### src/sv/uvs_pkg.sv
// Shared constants, codes and rounding helper for the UV sphere vertex generator.
package uvs_pkg;

  // Fixed formats
  localparam int TRIG_FRAC_BITS = 14;
  localparam int TRIG_W         = 16;                  // signed Q1.14 trig values
  localparam int TEX_W          = TRIG_FRAC_BITS + 1;  // saturated texcoord width
  localparam int OUT_W          = 24;
  localparam int PHASE_BITS     = 24;
  localparam int QUARTER_BITS   = PHASE_BITS - 2;
  localparam int POLY_W         = 31;                  // unsigned Q1.30 (value < 2.0)
  localparam int SIN_SHIFT      = 30 - TRIG_FRAC_BITS;

  // Divider geometry: dividend is at most index << 24 plus rounding, divisor <= 1024
  localparam int NUM_W = 35;
  localparam int DEN_W = 11;
  localparam int IDX_W = 11;

  // Default grid limits
  localparam int MAX_SEGMENTS_DEF = 1024;
  localparam int MAX_RINGS_DEF    = 1024;

  // Polynomial coefficients, unsigned Q1.30
  localparam logic [POLY_W-1:0] POLY_A = 31'd1685472546;
  localparam logic [POLY_W-1:0] POLY_B = 31'd686590532;
  localparam logic [POLY_W-1:0] POLY_C = 31'd74859810;

  // Register indexes
  localparam logic [1:0] REG_RADIUS = 2'd0;
  localparam logic [1:0] REG_SLICES = 2'd1;
  localparam logic [1:0] REG_LOOPS  = 2'd2;

  // Attribute kinds
  localparam logic [2:0] KIND_POS = 3'd0;
  localparam logic [2:0] KIND_NRM = 3'd1;
  localparam logic [2:0] KIND_TEX = 3'd2;
  localparam logic [2:0] KIND_TAN = 3'd3;
  localparam logic [2:0] KIND_BIN = 3'd4;

  // Shift right by the trig fraction width, rounding half away from zero
  function automatic logic signed [47:0] round_q(input logic signed [47:0] v);
    logic [47:0] m;
    m = v[47] ? 48'(-v) : 48'(v);
    m = (m + (48'(1) << (TRIG_FRAC_BITS - 1))) >> TRIG_FRAC_BITS;
    return v[47] ? -$signed(m) : $signed(m);
  endfunction

endpackage

### src/sv/uvs_div.sv
// Pipelined restoring divider, one quotient bit per stage.
module uvs_div (
  input  logic                        clk,
  input  logic                        en,
  input  logic [uvs_pkg::NUM_W-1:0]   num,
  input  logic [uvs_pkg::DEN_W-1:0]   den,
  output logic [uvs_pkg::NUM_W-1:0]   quo
);

  localparam int NW = uvs_pkg::NUM_W;
  localparam int DW = uvs_pkg::DEN_W;

  logic [DW-1:0] rem_r [NW];
  logic [NW-1:0] nq_r  [NW];   // dividend bits shift out the top, quotient bits in
  logic [DW-1:0] den_r [NW];

  for (genvar k = 0; k < NW; k++) begin : g_stage
    logic [DW-1:0] rem_in;
    logic [DW-1:0] den_in;
    logic [NW-1:0] nq_in;
    logic [DW:0]   trial;
    logic          take;

    if (k == 0) begin : g_first
      assign rem_in = '0;
      assign nq_in  = num;
      assign den_in = den;
    end else begin : g_next
      assign rem_in = rem_r[k-1];
      assign nq_in  = nq_r[k-1];
      assign den_in = den_r[k-1];
    end

    // trial subtract; remainder always stays below the divisor
    assign trial = {rem_in, nq_in[NW-1]};
    assign take  = trial >= {1'b0, den_in};

    always_ff @(posedge clk) begin
      if (en) begin
        rem_r[k] <= take ? DW'(trial - {1'b0, den_in}) : trial[DW-1:0];
        nq_r[k]  <= {nq_in[NW-2:0], take};
        den_r[k] <= den_in;
      end
    end
  end

  assign quo = nq_r[NW-1];

endmodule

### config.mk
export PLATFORM = sky130hd
export DESIGN_NAME = uvs_div
export DESIGN_NICKNAME = d
export VERILOG_FILES = /design/src/sv/uvs_pkg.sv /design/src/sv/uvs_div.sv
export SDC_FILE = /design/constraint.sdc
export NUM_CORES = 2
export LEC_CHECK = 0
export ABC_AREA = 1
export BUFFER_PORTS_ARGS = -buffer_cell sky130_fd_sc_hd__buf_4
export CAP_MARGIN = 10
export CORE_UTILIZATION = 50
export CTS_CLUSTER_DIAMETER = 120
export DETAILED_ROUTE_END_ITERATION = 16
export PLACE_DENSITY = 0.68
export SYNTH_ARGS = -nofsm -noshare
export SYNTH_HDL_FRONTEND = slang
export SYNTH_SLANG_ARGS = --single-unit
### constraint.sdc
create_clock -name clk -period 2.21 [get_ports clk]
set_clock_uncertainty 0.2 [all_clocks]
set_input_delay 0.1105 -clock clk [delete_from_list [all_inputs] [get_ports clk]]
set_output_delay 0.1105 -clock clk [all_outputs]
set_load 0.02 [all_outputs]
# After elaboration in Yosys (flattened, before gate mapping)

Memory sizes are Yosys's and may differ from the RTL's.
Cells that the tools add are included.

Register bits after elaboration: 0
Bits in writable memories: 1995
Input bits: 48
Logic and storage cells: 110
Memories: 3

Memory list:

| name  | words | bits a word | read ports | clocked after memory_dff | write ports | line          | source |
|---|---|---|---|---|---|---|---|
| nq_r  | 35    | 35          | 35         | 0                        | 35          | uvs_div.sv:14 | `logic [NW-1:0] nq_r [NW];` |
| den_r | 35    | 11          | 34         | 0                        | 35          | uvs_div.sv:15 | `logic [DW-1:0] den_r [NW];` |
| rem_r | 35    | 11          | 34         | 0                        | 35          | uvs_div.sv:13 | `logic [DW-1:0] rem_r [NW];` |

$add $sub $neg: 35
$lt $le $gt $ge: 35
Mux-type cells: 37

Operators by type and width:

| kind           | number |
|---|---|
| $ge 12x11->1   | 34 |
| $mux 11        | 35 |
| $sub 11x11->11 | 34 |
| $ge 1x11->1    | 1 |
| $sub 1x11->11  | 1 |
| $mux 1         | 2 |

# Depth between registers and ports, before layout

An unclocked memory read counts as a cell.

Word-level depth: 3
Gate-level depth with buffers: 11
Gate-level depth less buffers: 11

# Worst setup path before layout

Ideal clock, no wire load.

Kind: reg-to-reg
From: memory den_r[25][0] (netlist name)
To: memory rem_r[26][2] (netlist name), data pin
Setup time: 0.254 ns
Data arrival time: 1.628 ns
Data required time: 1.756 ns
Setup slack: 0.128 ns
Cell stages (with the launch flop): 10
Period minus slack after synthesis: 2.082 ns
Cell sequence: edfxtp_1 > ha_1 > fa_1 > inv_1 > nand3_1 > nand3_2 > nand2_2 > nand4_4 > buf_12 > o21ai_2

RTL lines:

| what        | line |
|---|---|
| from (decl) | uvs_div.sv:15 |
| to (decl)   | uvs_div.sv:13 |

==> metrics <==
Comb pwr share between 30% and 40%; CTS tree done; count leader, synth edfxtp_1; Reg-to-Reg End rem_r[22][8]; clock-pin slew on the worst setup and hold paths 0.06 ns; Post-Syn Area around 91000 um2; Hold Startpoint den[3]; drt drc 0; clock root buffer clkbuf_16; largest family of logic cells by synthesized area simple AND/OR/NAND/NOR gates; WP data required around 2.7 ns; Top FF cell, synth edfxtp_1; Hold Violations, Final 0; ranking of synthesized cells by area edfxtp_1 65%, nand2_1 7.5%, ha_1 5.2%; Final ANT Viol Nets 0; switching portion of total power a little over a third; post-synth top area share 65.3%; worst-case clock buffer depth 3; ys async rst share 0%; worst hold stages 5; port bufs 82; Final HPWL DP about 120000 um; Final Setup Violations 4; NumNets Final ~9000; Clock Latency Late Sink ~0.83 ns; core area 179000 um2; sequential power share 37.7%; Sum Neg Setup Slack -0.0315 ns; Num CTS Buffers about 200; Via-to-Cell Ratio around 5.1; Leak 0.0462 uW; htree depth 4; worst relative slew slack between 60% and 70%; Synth Area in Simple Gates 20.0%; synthesis-to-layout area growth 22.4%; Hold Path Sink rem_r[0][3]; Die Y-Extent roughly 430 um; largest net degree at the start of global routing approximately 100; status complete, but fails checks; IO Count a little over 80; gr usage total about a fifth; Syn Nets 7963; drt total wl roughly 180000 um; initial antenna violation count 1; CP Launch Point den_r[21][0]; row count 155; Crit. End Element flip-flop; Mapped Cells roughly 7500; initial core utilization 50.6%; Hold WC Path Type input port to flip-flop; number of distinct library cells after synthesis 35; Int Pwr approximately 92000 uW; critical path fanouts, max 8; # clock sinks roughly 2000; placed instance area around 98000 um2; Adder-Cell Fraction of Synth Area 5.91%; most common library cells after synthesis 1973 x edfxtp_1, 1821 x nand2_1, 1178 x inv_1; hold slack final 0.0932 ns; gpl congestion about 0.88; P per Cell Area between 1000 and 1500 nW/um2; min cycle time layout between 2 and 2.5 ns; Layout Utilization about 62%; VDD IR max ~0.0008 V; Iter 0 DRT Violations 3724; Seq/Total Area, Yosys 65.3%; first-pass GRT wire length approximately 280000 um; count of maximum capacitance violations 0; Die Area 183000 um2; reg2reg start den_r[21][0]; grt ovf 0; period utilisation layout 100%; Clock power frac 25.1%; via count 56100; CP Class flip-flop to flip-flop; Final Cell Area about 110000 um2; DRT Pass-1 Iters 5; R2R depth 10; failing checks negative setup slack; largest area contributor in the netlist edfxtp_1; EDFF count, synth 1973; ratio of cells with drive above 1 in the final layout about a quarter; vias in the first global route 54500; worst setup margin -0.0107 ns; WL/cell 16.4 um; critical path launch point type flip-flop; Synth Register Bits slightly below 2000; XOR/XNOR Fraction of Synth Area less than 1%; synthesized area per cell around 12 um2; Slew @ Worst Pin between 0.5 and 0.6 ns; RSZ-0062 raised after global routing true; Synth Area in Compound Gates under 10%; Die Wd between 400 and 500 um; YS warnings 0; mux cell area share after synthesis 0%; Max Slew Vio Count 0; CP arrival between 2 and 3 ns; fmax 450 MHz; R2R Setup Slk -0.01 ns; Net Sw Power 48700 uW
## metal layers
layer  track usage [%]  wire length (um)  up-vias
met2              32.0             88200     1076
met3              2.73              7690      312
met4              5.51              4480        0
met5                 0                 0        -
met1              26.2             81400    26800
li1                  -                 -    27900
## power groups by stage
stage | logic (uW) | clock network, uW | registers [uW]
after CTS | 47400 | 36300 | 52600
after global routing | 58100 | 37700 | 53400
after detailed placement | 44500 | 0 | 53200
final | 52200 | 35300 | 52900
after floorplan | 33600 | 0 | 51400
after global placement | 43800 | 0 | 53200
## cell usage in the layout, fill, tap and decap left out, types with 51 or more instances in the layout
cell type / instances
inv_1: 1118
nor2_1: 242
xor2_1: 64
ha_1: 213
ha_2: 66
clkbuf_16: 203
inv_2: 126
nand3_2: 230
nand3_1: 201
edfxtp_1: 1973
nand4_1: 298
nand2_2: 208
o21ai_1: 92
ha_4: 97
a21oi_1: 92
nor2_2: 71
nand3_4: 68
buf_4: 664
nand3b_1: 132
nand2_1: 1742
nand4_4: 76
dlygate4sd3_1: 95
o21ai_0: 51
nor2_4: 66
## cells by family (layout without fill, tap and decap cells)
group	Yosys count	count (layout)
compound gates	305	305
xor+xnor	99	99
buf+inv	1311	2456
flops	1973	1973
simple gates	3409	3467
other cells	0	1
fa+ha+maj	409	409
## layout make-up
type	instances	area (um2)
timing repair buffer	837	7250
clock inverter	139	1740
fill	13800	68400
multi-input combinational	4280	30000
tap	2355	2950
clock buffer	236	5200
antenna	1	2.50
inverter	1244	4670
sequential	1973	59200
## repair_timing
item                                   4_1_cts  5_1_grt
setup endpoints to repair                  302      377
setup buffers                               57      136
resized for setup                          144      537
hold buffers                                95        0
gates cloned                                37       21
endpoints found under the hold margin     1659        0
pin swaps                                   25      181
## metrics by stage
| step | worst slack [ns] | total power (uW) | instances |
|---|---|---|---|
| after floorplan | 0.128 | 85000 | 7506 |
| after global placement | -0.170 | 97000 | 10300 |
| after detailed placement | -0.247 | 97700 | 10300 |
| after CTS | -0.00569 | 136000 | 10900 |
| after global routing | -0.0987 | 149000 | 11100 |
| final | -0.0107 | 140000 | 11100 |
## flip-flops by register name (all words and copies together), names as in the netlist
signal	count
nq_r	1225
den_r	374
rem_r	374
## worst max-delay path, cell delays in order (launching register included)
cell and delay (ns):
edfxtp_1 0.46, ha_4 0.21, fa_2 0.41, inv_2 0.07
nand3_2 0.07, nand3_4 0.12, nand2_4 0.10, nand4_4 0.20
buf_6 0.13, nand3_2 0.04, nand2_1 0.06
## worst max-delay path by stage
stage,cells past startpoint,endpoint
2_1_floorplan,9,rem_r[26][2]
3_3_place_gp,8,rem_r[16][1]
3_5_place_dp,8,rem_r[16][1]
4_1_cts,8,rem_r[2][1]
5_1_grt,9,rem_r[31][8]
6_report,10,rem_r[22][8]
Note: power is estimated with default switching activity, not from simulation.
